<file path="src/rtl/aled_pkg.sv">
package aled_pkg;

    localparam int unsigned SLOTS_PER_PIXEL = 24;
    localparam int unsigned CNT_W = $clog2(SLOTS_PER_PIXEL + 1);
    localparam logic [CNT_W-1:0] SLOT_LAST_DATA = CNT_W'(SLOTS_PER_PIXEL - 1);
    localparam logic [CNT_W-1:0] SLOT_RESET = CNT_W'(SLOTS_PER_PIXEL);

    localparam logic [15:0] DEFAULT_RESET_SLOTS = 16'd50;
    localparam logic [15:0] ROUND_BIAS = 16'd127;

    localparam logic [15:0] LED_COUNT_RST = 16'd1;
    localparam logic [7:0] BRIGHTNESS_RST = 8'd255;
    localparam logic [15:0] ZERO_HIGH_RST = 16'd1;
    localparam logic [15:0] ONE_HIGH_RST = 16'd2;
    localparam logic [15:0] RESET_SLOTS_RST = 16'd50;

    typedef enum logic [2:0] {
        REG_LED_COUNT = 3'd0,
        REG_BRIGHTNESS = 3'd1,
        REG_ZERO_HIGH = 3'd2,
        REG_ONE_HIGH = 3'd3,
        REG_RESET_SLOTS = 3'd4
    } cfg_idx_t;

    // settings the slot serializer needs
    typedef struct packed {
        logic [15:0] zero_high_count;
        logic [15:0] one_high_count;
        logic [15:0] reset_slot_count;
    } slot_cfg_t;

endpackage

</file>
<file path="src/rtl/aled_if.sv">
interface aled_pix_if;
    logic valid;
    logic ready;
    logic [7:0] red;
    logic [7:0] green;
    logic [7:0] blue;

    modport source (output valid, output red, output green, output blue, input ready);
    modport sink (input valid, input red, input green, input blue, output ready);
endinterface

interface aled_slot_if;
    logic valid;
    logic ready;
    logic [15:0] compare_value;
    logic [15:0] repeat_count;
    logic is_reset;
    logic last;

    modport source (output valid, output compare_value, output repeat_count,
                    output is_reset, output last, input ready);
    modport sink (input valid, input compare_value, input repeat_count,
                  input is_reset, input last, output ready);
endinterface

interface aled_cfg_if;
    logic valid;
    logic ready;
    logic [2:0] index;
    logic [15:0] data;

    modport source (output valid, output index, output data, input ready);
    modport sink (input valid, input index, input data, output ready);
endinterface

</file>
<file path="src/rtl/aled_lane.sv">
module aled_lane (
    input  logic       clk,
    input  logic       load,
    input  logic [7:0] value,
    input  logic [7:0] brightness,
    output logic [7:0] scaled
);
    import aled_pkg::*;

    logic [15:0] prod_reg;
    logic [15:0] prod_next;
    logic [16:0] div_sum;

    assign prod_next = 16'(value * brightness) + ROUND_BIAS;

    always_ff @(posedge clk)
    begin
        if (load)
        begin
            prod_reg <= prod_next;
        end
    end

    // x / 255 for x below 65535: (x + (x >> 8) + 1) >> 8
    assign div_sum = {1'b0, prod_reg} + {9'd0, prod_reg[15:8]} + 17'd1;
    assign scaled = div_sum[15:8];

endmodule

</file>
<file path="src/rtl/aled_ser.sv">
module aled_ser (
    input  logic                  clk,
    input  logic                  rst_n,
    input  aled_pkg::slot_cfg_t   cfg,
    input  logic                  load_valid,
    input  logic [23:0]           load_grb,
    input  logic                  load_frame_end,
    output logic                  load_ready,
    aled_slot_if.source           slot
);
    import aled_pkg::*;

    logic            busy_reg, busy_next;
    logic [23:0]     shift_reg, shift_next;
    logic [CNT_W-1:0] cnt_reg, cnt_next;
    logic            fe_reg, fe_next;

    logic            ov_reg, ov_next;
    logic [15:0]     cmp_reg, cmp_next;
    logic [15:0]     rep_reg, rep_next;
    logic            rst_item_reg, rst_item_next;
    logic            last_reg, last_next;

    logic out_free;
    logic emit;
    logic is_rst_slot;
    logic item_last;
    logic done;

    assign out_free = !ov_reg || slot.ready;
    assign emit = busy_reg && out_free;
    assign is_rst_slot = (cnt_reg == SLOT_RESET);
    assign item_last = is_rst_slot || ((cnt_reg == SLOT_LAST_DATA) && !fe_reg);
    assign done = emit && item_last;
    assign load_ready = !busy_reg || done;

    always_comb
    begin
        busy_next = busy_reg;
        shift_next = shift_reg;
        cnt_next = cnt_reg;
        fe_next = fe_reg;
        ov_next = ov_reg;
        cmp_next = cmp_reg;
        rep_next = rep_reg;
        rst_item_next = rst_item_reg;
        last_next = last_reg;

        if (emit)
        begin
            ov_next = 1'b1;
            last_next = item_last;
            if (is_rst_slot)
            begin
                cmp_next = 16'd0;
                rep_next = (cfg.reset_slot_count == 16'd0) ? DEFAULT_RESET_SLOTS
                                                           : cfg.reset_slot_count;
                rst_item_next = 1'b1;
            end
            else
            begin
                cmp_next = shift_reg[23] ? cfg.one_high_count : cfg.zero_high_count;
                rep_next = 16'd1;
                rst_item_next = 1'b0;
            end
            shift_next = {shift_reg[22:0], 1'b0};
            cnt_next = cnt_reg + CNT_W'(1);
        end
        else if (slot.ready)
        begin
            ov_next = 1'b0;
        end

        if (done)
        begin
            busy_next = 1'b0;
        end

        if (load_valid && load_ready)
        begin
            busy_next = 1'b1;
            shift_next = load_grb;
            cnt_next = '0;
            fe_next = load_frame_end;
        end
    end

    always_ff @(posedge clk or negedge rst_n)
    begin
        if (!rst_n)
        begin
            busy_reg <= 1'b0;
            ov_reg <= 1'b0;
            cnt_reg <= '0;
        end
        else
        begin
            busy_reg <= busy_next;
            ov_reg <= ov_next;
            cnt_reg <= cnt_next;
        end
    end

    always_ff @(posedge clk)
    begin
        shift_reg <= shift_next;
        fe_reg <= fe_next;
        cmp_reg <= cmp_next;
        rep_reg <= rep_next;
        rst_item_reg <= rst_item_next;
        last_reg <= last_next;
    end

    assign slot.valid = ov_reg;
    assign slot.compare_value = cmp_reg;
    assign slot.repeat_count = rep_reg;
    assign slot.is_reset = rst_item_reg;
    assign slot.last = last_reg;

endmodule

</file>
<file path="src/rtl/addressable_led_pwm_slot_encoder_top.sv">
// Addressable LED slot encoder, GRB order, MSB first.
// pix: one RGB888 pixel per word. slot: one PWM compare word per slot,
// one_high_count for a one bit, zero_high_count for a zero bit; the last
// pixel of a frame (led_count pixels, zero counts as one) is followed by a
// reset word with compare 0, repeat_count reset_slot_count (zero means 50).
// cfg: register writes (index 0..4), always ready; write only while idle.
// Three brightness lanes scale R, G and B in parallel, (v*b+127)/255, with
// one register stage; the merged GRB word loads the slot serializer.
// A pixel's first slot word passes the lane, serializer shift and output
// registers. The serializer emits one slot word per cycle unless the slot
// receiver stalls: 24 per pixel, then a reset word at the end of a frame.
// The next pixel is held in the lane stage and its first slot follows the
// previous pixel's last slot directly. A stalled slot receiver holds the
// output word and stalls the serializer, then the lane stage, then pix.ready.
// Reset: registers return to led_count 1, brightness 255, zero/one counts
// 1/2, 50 reset slots; the pixel counter clears and no word is pending.
module addressable_led_pwm_slot_encoder_top (
    input  logic        clk,
    input  logic        rst_n,
    aled_pix_if.sink    pix,
    aled_slot_if.source slot,
    aled_cfg_if.sink    cfg
);
    import aled_pkg::*;

    logic [15:0] led_count_reg;
    logic [7:0]  brightness_reg;
    logic [15:0] zero_high_reg;
    logic [15:0] one_high_reg;
    logic [15:0] reset_slots_reg;
    logic [15:0] pixel_idx_reg, pixel_idx_next;
    logic        s1_valid_reg, s1_valid_next;
    logic        s1_fe_reg;

    logic        in_take;
    logic        ser_ready;
    logic        frame_end;
    logic [15:0] limit;
    logic [7:0]  g_scaled, r_scaled, b_scaled;
    slot_cfg_t   ser_cfg;

    assign cfg.ready = 1'b1;

    always_ff @(posedge clk or negedge rst_n)
    begin
        if (!rst_n)
        begin
            led_count_reg <= LED_COUNT_RST;
            brightness_reg <= BRIGHTNESS_RST;
            zero_high_reg <= ZERO_HIGH_RST;
            one_high_reg <= ONE_HIGH_RST;
            reset_slots_reg <= RESET_SLOTS_RST;
        end
        else if (cfg.valid)
        begin
            case (cfg_idx_t'(cfg.index))
                REG_LED_COUNT:   led_count_reg <= cfg.data;
                REG_BRIGHTNESS:  brightness_reg <= cfg.data[7:0];
                REG_ZERO_HIGH:   zero_high_reg <= cfg.data;
                REG_ONE_HIGH:    one_high_reg <= cfg.data;
                REG_RESET_SLOTS: reset_slots_reg <= cfg.data;
                default: ;
            endcase
        end
    end

    // frame position is settled when the pixel is accepted
    assign limit = (led_count_reg == 16'd0) ? 16'd1 : led_count_reg;
    assign frame_end = ({1'b0, pixel_idx_reg} + 17'd1) >= {1'b0, limit};

    assign pix.ready = !s1_valid_reg || ser_ready;
    assign in_take = pix.valid && pix.ready;

    always_comb
    begin
        pixel_idx_next = pixel_idx_reg;
        s1_valid_next = s1_valid_reg;
        if (s1_valid_reg && ser_ready)
        begin
            s1_valid_next = 1'b0;
        end
        if (in_take)
        begin
            s1_valid_next = 1'b1;
            pixel_idx_next = frame_end ? 16'd0 : pixel_idx_reg + 16'd1;
        end
    end

    always_ff @(posedge clk or negedge rst_n)
    begin
        if (!rst_n)
        begin
            pixel_idx_reg <= 16'd0;
            s1_valid_reg <= 1'b0;
        end
        else
        begin
            pixel_idx_reg <= pixel_idx_next;
            s1_valid_reg <= s1_valid_next;
        end
    end

    always_ff @(posedge clk)
    begin
        if (in_take)
        begin
            s1_fe_reg <= frame_end;
        end
    end

    aled_lane u_lane_g (
        .clk        (clk),
        .load       (in_take),
        .value      (pix.green),
        .brightness (brightness_reg),
        .scaled     (g_scaled)
    );

    aled_lane u_lane_r (
        .clk        (clk),
        .load       (in_take),
        .value      (pix.red),
        .brightness (brightness_reg),
        .scaled     (r_scaled)
    );

    aled_lane u_lane_b (
        .clk        (clk),
        .load       (in_take),
        .value      (pix.blue),
        .brightness (brightness_reg),
        .scaled     (b_scaled)
    );

    assign ser_cfg.zero_high_count = zero_high_reg;
    assign ser_cfg.one_high_count = one_high_reg;
    assign ser_cfg.reset_slot_count = reset_slots_reg;

    aled_ser u_ser (
        .clk            (clk),
        .rst_n          (rst_n),
        .cfg            (ser_cfg),
        .load_valid     (s1_valid_reg),
        .load_grb       ({g_scaled, r_scaled, b_scaled}),
        .load_frame_end (s1_fe_reg),
        .load_ready     (ser_ready),
        .slot           (slot)
    );

endmodule
</file>
<file path="src/flat_wrapper.sv">
// flat-port wrapper written by rule: the top's interface ports become plain ports
module addressable_led_pwm_slot_encoder_top_flat import aled_pkg::*;
  (clk, rst_n, pix_valid, pix_red, pix_green, pix_blue, pix_ready, slot_valid, slot_compare_value, slot_repeat_count, slot_is_reset, slot_last, slot_ready, cfg_valid, cfg_index, cfg_data, cfg_ready);
  aled_pix_if pix_i ();
  aled_slot_if slot_i ();
  aled_cfg_if cfg_i ();
  input  logic clk;
  input  logic rst_n;
  input wire logic [$bits(pix_i.valid)-1:0] pix_valid;
  input wire logic [$bits(pix_i.red)-1:0] pix_red;
  input wire logic [$bits(pix_i.green)-1:0] pix_green;
  input wire logic [$bits(pix_i.blue)-1:0] pix_blue;
  output wire logic [$bits(pix_i.ready)-1:0] pix_ready;
  output wire logic [$bits(slot_i.valid)-1:0] slot_valid;
  output wire logic [$bits(slot_i.compare_value)-1:0] slot_compare_value;
  output wire logic [$bits(slot_i.repeat_count)-1:0] slot_repeat_count;
  output wire logic [$bits(slot_i.is_reset)-1:0] slot_is_reset;
  output wire logic [$bits(slot_i.last)-1:0] slot_last;
  input wire logic [$bits(slot_i.ready)-1:0] slot_ready;
  input wire logic [$bits(cfg_i.valid)-1:0] cfg_valid;
  input wire logic [$bits(cfg_i.index)-1:0] cfg_index;
  input wire logic [$bits(cfg_i.data)-1:0] cfg_data;
  output wire logic [$bits(cfg_i.ready)-1:0] cfg_ready;
  assign pix_i.valid = pix_valid;
  assign pix_i.red = pix_red;
  assign pix_i.green = pix_green;
  assign pix_i.blue = pix_blue;
  assign pix_ready = pix_i.ready;
  assign slot_valid = slot_i.valid;
  assign slot_compare_value = slot_i.compare_value;
  assign slot_repeat_count = slot_i.repeat_count;
  assign slot_is_reset = slot_i.is_reset;
  assign slot_last = slot_i.last;
  assign slot_i.ready = slot_ready;
  assign cfg_i.valid = cfg_valid;
  assign cfg_i.index = cfg_index;
  assign cfg_i.data = cfg_data;
  assign cfg_ready = cfg_i.ready;
  addressable_led_pwm_slot_encoder_top u_core (.clk(clk), .rst_n(rst_n), .pix(pix_i), .slot(slot_i), .cfg(cfg_i));
endmodule
</file>
<file path="config.mk">
export PLATFORM = sky130hd
export DESIGN_NAME = addressable_led_pwm_slot_encoder_top_flat
export DESIGN_NICKNAME = d
export VERILOG_FILES = /design/src/rtl/aled_pkg.sv /design/src/rtl/aled_if.sv /design/src/rtl/aled_lane.sv /design/src/rtl/aled_ser.sv /design/src/rtl/addressable_led_pwm_slot_encoder_top.sv /design/src/flat_wrapper.sv
export SDC_FILE = /design/constraint.sdc
export NUM_CORES = 1
export LEC_CHECK = 0
export BUFFER_PORTS_ARGS = -buffer_cell sky130_fd_sc_hd__buf_2
export CORE_MARGIN = 4
export CORE_UTILIZATION = 45
export DETAILED_ROUTE_END_ITERATION = 8
export REMOVE_ABC_BUFFERS = 1
export SLEW_MARGIN = 20
export SYNTH_ARGS = -nofsm -noshare
export SYNTH_HDL_FRONTEND = slang
export SYNTH_HIERARCHICAL = 1
export SYNTH_SLANG_ARGS = --single-unit
</file>
<file path="constraint.sdc">
create_clock -name clk -period 11.3 [get_ports clk]
set_input_delay 2.825 -clock clk [delete_from_list [all_inputs] [get_ports clk]]
set_output_delay 2.825 -clock clk [all_outputs]
set_load 0.005 [all_outputs]
</file>
==> results of run 1 <==
-- layer usage --
metal,up-vias,track usage (%)
li1,5341,-
met1,5364,24.5
met2,188,28.4
met3,29,1.32
met4,0,2.94
met5,-,0
-- area by class of cell --
| class | instances | share of cell area [%] |
|---|---|---|
| Sequential cell | 204 | 31.3 |
| Tap cell | 461 | 3.19 |
| Inverter | 232 | 4.82 |
| Antenna cell | 1 | 0.0138 |
| Timing Repair Buffer | 92 | 2.68 |
| Clock buffer | 24 | 3.02 |
| Clock inverter | 14 | 1.24 |
| Multi-Input combinational cell | 1078 | 53.7 |
-- worst min path at each step --
stage	to	cells after the start	from	slack [ps]
after global routing	u_core/u_ser/fe_reg$_DFFE_PP_	0	u_core/s1_fe_reg$_DFFE_PP_	440
after global placement	u_core/u_ser/fe_reg$_DFFE_PP_	0	u_core/s1_fe_reg$_DFFE_PP_	410
after detailed placement	u_core/u_ser/fe_reg$_DFFE_PP_	0	u_core/s1_fe_reg$_DFFE_PP_	410
final	u_core/u_ser/fe_reg$_DFFE_PP_	0	u_core/s1_fe_reg$_DFFE_PP_	420
after floorplan	u_core/u_ser/fe_reg$_DFFE_PP_	0	u_core/s1_fe_reg$_DFFE_PP_	400
after CTS	u_core/u_ser/fe_reg$_DFFE_PP_	0	u_core/s1_fe_reg$_DFFE_PP_	420
-- metrics by stage --
stage / setup WS [ps] / std cells / total power [mW] / hold slack [ps]
finish: 4700 / 2106 / 5.09 / 419
global route: 4530 / 2105 / 5.65 / 436
CTS: 4720 / 2105 / 5.14 / 423
detailed placement: 4220 / 2067 / 4.33 / 408
global placement: 4280 / 2067 / 4.29 / 410
floorplan: 4570 / 1514 / 3.68 / 400
-- kinds of logic after synthesis --
| logic type | after synthesis | synth area share, % |
|---|---|---|
| simple gates | 466 | 14.7 |
| compound gates | 177 | 7.53 |
| fa+ha+maj | 268 | 26.2 |
| flops | 204 | 34.6 |
| mux | 98 | 7.02 |
| xor+xnor | 68 | 3.63 |
| buf+inv | 260 | 6.32 |
| other cells | 1 | 0.0229 |
-- cell usage in the layout, fill, tap and decap left out, drive strengths merged, types with 9 or more instances in the layout --
cell | synthesis | final
a21o | 9 | 9
xor2 | 18 | 18
nor2b | 10 | 10
clkbuf | 14 | 24
inv | 231 | 232
o21a | 11 | 11
dfstp | 14 | 14
a21oi | 42 | 42
nand2 | 150 | 150
o21ai | 54 | 54
edfxtp | 108 | 108
xnor2 | 50 | 50
a211oi | 9 | 9
nor4 | 9 | 9
and3 | 23 | 23
fa | 126 | 126
nand4 | 15 | 15
mux2i | 17 | 17
ha | 142 | 142
nor3 | 11 | 11
buf | 14 | 92
nand3 | 28 | 28
nor2 | 69 | 69
mux2 | 81 | 81
and2 | 122 | 122
dfrtp | 82 | 82
-- Yosys cell counts (10+ instances only) --
library cell | n | area (sq um)
nor2_1 | 67 | 251
mux2_4 | 18 | 270
o21a_1 | 11 | 82.6
inv_1 | 231 | 867
dfstp_2 | 14 | 368
nand2_1 | 150 | 563
mux2i_1 | 17 | 170
nand3_1 | 27 | 135
and3_1 | 23 | 144
mux2_2 | 63 | 709
nand4_1 | 14 | 87.6
dfrtp_1 | 82 | 2050
xor2_1 | 18 | 158
clkbuf_1 | 14 | 52.6
edfxtp_1 | 108 | 3240
fa_1 | 126 | 2520
a21oi_1 | 42 | 210
xnor2_1 | 50 | 438
nor3_1 | 10 | 50.1
o21ai_0 | 28 | 140
o21ai_1 | 25 | 125
ha_1 | 142 | 1780
and2_1 | 121 | 757
-- power breakdown --
group	total [mW]	internal, mW	switching, mW
registers	1.17	1.06	0.109
logic	3.15	1.40	1.75
clock network	0.772	0.485	0.287
total	5.09	2.95	2.14
==> out/metrics.yaml, run 1 <==
sta:
  slew_violations: 0
  rsz0062_at_grt: "no"
  tightest_slew_ps: 1040
  post-route-min-period_ps: 6600
  worst_clock_skew_ps: 15.3
  timing.fmax_ghz: 0.152
  setup_tns_ps: 0
  hold_viol_final: 0
  finalSetupViolations: 0
  finalCritPeriodShare_pct: 58.4
  relSlewSlack_pct: 30.0
global_routing:
  grtUsageTotal_pct: 16.9
  gr-total-overflow: 0
  antenna_found_initial: 0
  first_global_vias: 11100
  grt_max_degree: 74
  grt_pass1_wl_mm: 55.8
floorplanning:
  start_util_pct: 45.8
  row_count: 69
  die-area_sq_um: 39500
  io_pins: 85
  die_w_microns: 199
  fp.dieH_microns: 199
  core_sq_um: 35700
layout:
  seq_area_sq_um: 5660
  multi_input_area_sq_um: 9720
  fin_area_sq_um: 18100
  final_nets: 1945
  fillers: 3265
  post-route-util_pct: 50.6
  largest_register_ffs: 24
  area_growth_syn_to_layout_pct: 10.4
  drive_gt1_share_pct: 15.5
routing:
  vias: 10900
  drt-vias-per-instance: 5.19
  drt-wirelength-per-cell_microns: 15.7
  drt-initial-drc-count: 537
  route.met2.wl_mm: 15.4
  routed_wl_mm: 33.1
  wl_met3_mm: 1.37
  drt-pass1-iter-count: 5
  antenna_left: 0
  drcViolationCount: 0
  top_layer: "met4"
  drt-met1-wl_mm: 15.9
synth:
  syn_inst: 1542
  synth_area_sq_um: 16400
  synth_cell_type_count: 85
  synth_flop_cell: "edfxtp_1"
  ys_seq_elements: 204
  ys_seq_area_share_pct: 34.6
  synth-edff-count: 108
  syn_area_per_cell_sq_um: 10.6
  synth-async-reset-ratio_pct: 47.1
  yosysWarnings: 6
worst_setup_path:
  cp_max_fo: 8
  path_delay_family: "adder cells"
  rr_endpoint: "u_core/u_lane_g/prod_reg[15]$_DFFE_PP_"
  required_ps: 11620
  critical_path_class: "in -> reg"
  critPathMaxStageDelay_ps: 530
  reg2reg_from: "u_core/brightness_reg[6]$_DFFE_PN1P_"
  rrSetupSlack_ps: 6270
  slowest_stage: "fa_1"
  end_kind: "flop"
  critPathLaunch: "pix_green[3]"
  arrival_ps: 6920
  crit_path_end: "u_core/u_lane_g/prod_reg[15]$_DFFE_PP_"
  path_depth: 16
  r2r_cells: 13
  crit_chain: "buf_2 -> and2_1 -> fa_1 -> inv_1 -> fa_1 -> inv_1 -> fa_1 -> inv_1 -> fa_1 -> inv_1 -> ha_1 -> a2111oi_4 -> o21ai_2 -> and2_4 -> a311o_1 -> a211oi_2"
  critPathLaunchType: "primary input"
  path_buf_inv: 5
run:
  max_cap_violations: 0
worst_hold_path:
  hold_class: "reg -> reg"
placed_design:
  gp_congestion: 0.827
  dpl-instance-area_sq_um: 17300
  portBuffers: 83
  dp_hpwl_mm: 24.8
clock_tree:
  cts_buffer_depth: 3
  clk_latency_ps: 500
  cts_resized: 0
  clockRootBuffer: "clkbuf_16"
  cts-buffers-inserted: 21
  postCtsSetupBuffers: 0
  clk_pin_slew_ps: 60
  htree_levels: 1
  cts_hold_buf: 0
  cts_sinks: 204
  cts_tree: "built"
pwr:
  p_leak_nw: 8.48
  peakVddDrop_mv: 0.194
  p_per_area_nw_per_um2: 281
status:
  status: "complete, no violations"
(Power assumes the default switching activity.)
==> run 2: changes to the inputs <==
--- a/config.mk
+++ b/config.mk
@@ -5,6 +5,7 @@
 export SDC_FILE = /design/constraint.sdc
 export NUM_CORES = 1
 export LEC_CHECK = 0
+export ABC_AREA = 1
 export BUFFER_PORTS_ARGS = -buffer_cell sky130_fd_sc_hd__buf_2
 export CORE_MARGIN = 4
 export CORE_UTILIZATION = 45
==> constraint.sdc (replaced) <==
create_clock -name clk -period 6.05 [get_ports clk]
set_input_delay 1.5125 -clock clk [delete_from_list [all_inputs] [get_ports clk]]
set_output_delay 1.5125 -clock clk [all_outputs]
set_load 0.005 [all_outputs]
==> out/metrics.yaml, run 2 <==
worst_setup_path:
  critical_path_class: "in -> reg"
  cp_max_fo: 8  # unchanged
  critPathLaunchType: "primary input"
  crit_top_cell: "nand2_1"
  critPathMaxStageDelay_ps: 540  # about the same
  required_ps: 6300  # -5320 ps
  crit_chain: "buf_2 -> nand2_1 -> fa_1 -> fa_1 -> inv_1 -> fa_1 -> inv_1 -> fa_1 -> inv_1 -> ha_1 -> nand2_1 -> inv_1 -> nand2_1 -> nor3_1 -> nand2_1 -> nand3b_1 -> nand2_1"
  slowest_stage: "fa_1"
  arrival_ps: 5020  # -1900 ps
  end_kind: "flop"
sta:
  worst_clock_skew_ps: 19.1  # +3.83 ps
  finalCritPeriodShare_pct: 78.8
  slew_violations: 0  # unchanged
  tightest_slew_ps: 1060  # +14.3 ps
  relSlewSlack_pct: 29.3  # -0.76 points
  rsz0062_at_grt: "no"
  timing.fmax_ghz: 0.210
  hold_viol_final: 0  # unchanged
  finalSetupViolations: 0  # unchanged
  post-route-min-period_ps: 4770
  setup_tns_ps: 0  # unchanged
layout:
  multi_input_area_sq_um: 9930  # +2.1%
  fillers: 3783  # +16%
  largest_register_ffs: 24  # unchanged
  fin_area_sq_um: 19400  # +7.4%
  antenna_cells: 0  # -1
  post-route-util_pct: 49.8  # -0.80 points
  final_common_cell: "nand2_1"
  final_nets: 2702  # +39%
  seq_area_sq_um: 5660  # unchanged
  area_growth_syn_to_layout_pct: 8.34
  mostFrequentLayoutCells: "nand2_1, inv_1, ha_1"
  drive_gt1_share_pct: 7.99  # -7.5 points
placed_design:
  dp_hpwl_mm: 30.1  # +22%
  gp_congestion: 0.889  # +7.5%
  portBuffers: 83  # unchanged
  dpl-instance-area_sq_um: 18700  # +8.0%
synth:
  synth_cell_type_count: 41  # -52%
  ys_seq_elements: 204  # unchanged
  syn_area_per_cell_sq_um: 7.63  # -28%
  synth_area_sq_um: 17900  # +9.5%
  syn_inst: 2352  # +53%
  synth_top_cell_area_share_pct: 18.1  # -1.7 points
  synth-edff-count: 108  # unchanged
  synth_common_cells: "nand2_1, inv_1, ha_1, fa_1, edfxtp_1"
  synth_area_leaders: "edfxtp_1, nand2_1, fa_1"
  yosys.area.top_type: "edfxtp_1"
  yosysWarnings: 6  # unchanged
  yosysMostFrequentCell: "nand2_1"
  synth-async-reset-ratio_pct: 47.1  # unchanged
  ys_seq_area_share_pct: 31.6  # -3.0 points
  synth_flop_cell: "edfxtp_1"
global_routing:
  grtUsageTotal_pct: 18.0  # +1.1 points
  grt_max_degree: 71  # -4.1%
  grt_pass1_wl_mm: 66.4  # +19%
  antenna_found_initial: 1  # +1
  first_global_vias: 13800  # +25%
  gr-total-overflow: 0  # unchanged
clock_tree:
  cts_hold_buf: 0  # unchanged
  clockRootBuffer: "clkbuf_16"
  htree_levels: 1  # unchanged
  cts_tree: "built"
  cts_buffer_depth: 3  # unchanged
  cts_resized: 0  # unchanged
  cts-buffers-inserted: 22  # +4.8%
  clk_latency_ps: 510  # about the same
  cts_sinks: 204  # unchanged
  clk_pin_slew_ps: 60  # about the same
  postCtsSetupBuffers: 0  # unchanged
routing:
  drt-wirelength-per-cell_microns: 13.2  # -16%
  routed_wl_mm: 38.7  # +17%
  drt-initial-drc-count: 797  # +48%
  drcViolationCount: 0  # unchanged
  vias: 13900  # +27%
  antenna_left: 0  # unchanged
  drt-pass1-iter-count: 5  # unchanged
  drt-vias-per-instance: 4.75  # -8.4%
pwr:
  p_leak_nw: 11.1  # +31%
  peakVddDrop_mv: 0.315  # +62%
  p_per_area_nw_per_um2: 501  # +78%
  power.total_mw: 9.73  # +91%
floorplanning:
  core_sq_um: 39000  # +9.1%
  row_count: 72  # +4.3%
  start_util_pct: 46.0  # +0.13 points
  io_pins: 85  # unchanged
  die_w_microns: 208  # +4.4%
  die-area_sq_um: 43100  # +9.1%
  fp.dieH_microns: 208  # +4.4%
run:
  max_cap_violations: 0  # unchanged
worst_hold_path:
  hold_class: "reg -> reg"
status:
  status: "complete, no violations"
==> run 2: changes by cell type after synthesis, moves of 23 or more <==
| cell | before | now |
|---|---|---|
| nand2_1 | 150 | 766 |
| mux2_2 | 63 | 0 |
| nor2_1 | 67 | 107 |
| and3_1 | 23 | 0 |
| and2_1 | 121 | 6 |
| clkbuf_1 | 14 | 67 |
| nand3_1 | 27 | 83 |
| inv_1 | 231 | 528 |
| o21ai_0 | 28 | 85 |
| xnor2_1 | 50 | 20 |
| o21ai_1 | 25 | 0 |
==> run 2: area by class of cell <==
| cell class | instances | share of cell area (%) |
|---|---|---|
| clock buffer | 31 | 3.38 |
| clock inverter | 9 | 0.316 |
| inverter | 539 | 10.4 |
| multi-input combinational | 1532 | 51.1 |
| sequential | 204 | 29.1 |
| tap | 518 | 3.34 |
| timing repair buffer | 87 | 2.32 |
==> run 2: report_power, final <==
part           switching [mW]  internal [mW]  total (mW)  leakage [nW]
Combinational            3.58           2.15        5.73          8.48
Clock                   0.556          0.760        1.32         0.346
Sequential              0.426           2.26        2.69          2.25
==> run 2: worst max-delay path: cells and delay by family <==
| family | cells | cell delay [ps] |
|---|---|---|
| adders and majority gates | 5 | 2440 |
| buffers and inverters | 5 | 410 |
| and+or+nand+nor | 7 | 640 |
==> run 2: path summary, 6_finish.rpt <==
check | from | endpoint | slack, ps | cells after the start
max | pix_blue[1] | u_core/u_lane_b/prod_reg[15]$_DFFE_PP_ | 1280 | 17
min | u_core/s1_fe_reg$_DFFE_PP_ | u_core/u_ser/fe_reg$_DFFE_PP_ | 430 | 0
max reg2reg | u_core/brightness_reg[7]$_DFFE_PN1P_ | u_core/u_lane_g/prod_reg[12]$_DFFE_PP_ | 1440 | 16
min reg2reg | u_core/s1_fe_reg$_DFFE_PP_ | u_core/u_ser/fe_reg$_DFFE_PP_ | 430 | 0
max in group asynchronous | rst_n | u_core/one_high_reg[1]$_DFFE_PN1P_ | 3980 | 2
min in group asynchronous | rst_n | u_core/pixel_idx_reg[8]$_DFFE_PN0P_ | 1120 | 1
==> run 2: cells by family (layout without fill, tap and decap cells) <==
| family | after synthesis | after routing | share of synthesized area [%] |
|---|---|---|---|
| AOI/OAI and AO/OA | 171 | 171 | 5.23 |
| xor gates and xnor gates | 39 | 39 | 1.90 |
| adders and majority gates | 268 | 268 | 24.0 |
| buffers and inverters | 616 | 666 | 13.1 |
| DFF | 204 | 204 | 31.6 |
| other | 1 | 1 | 0.0209 |
| and+or+nand+nor | 1053 | 1053 | 24.2 |
==> run 2: stage by stage <==
step / hold WS, ps / std cells / setup slack, ps
after floorplan: 400 / 2275 / 1080
after global placement: 416 / 2879 / 809
after detailed placement: 422 / 2879 / 766
after CTS: 436 / 2919 / 1290
after global routing: 443 / 2920 / 993
final: 435 / 2920 / 1280
==> run 2: layer usage <==
layer	wire, microns	vias to the layer above	track usage (%)
met2	17700	281	30.2
met5	11	-	0
met4	662	2	3.71
met3	1770	45	2.01
li1	-	7158	-
met1	18500	6391	25.5
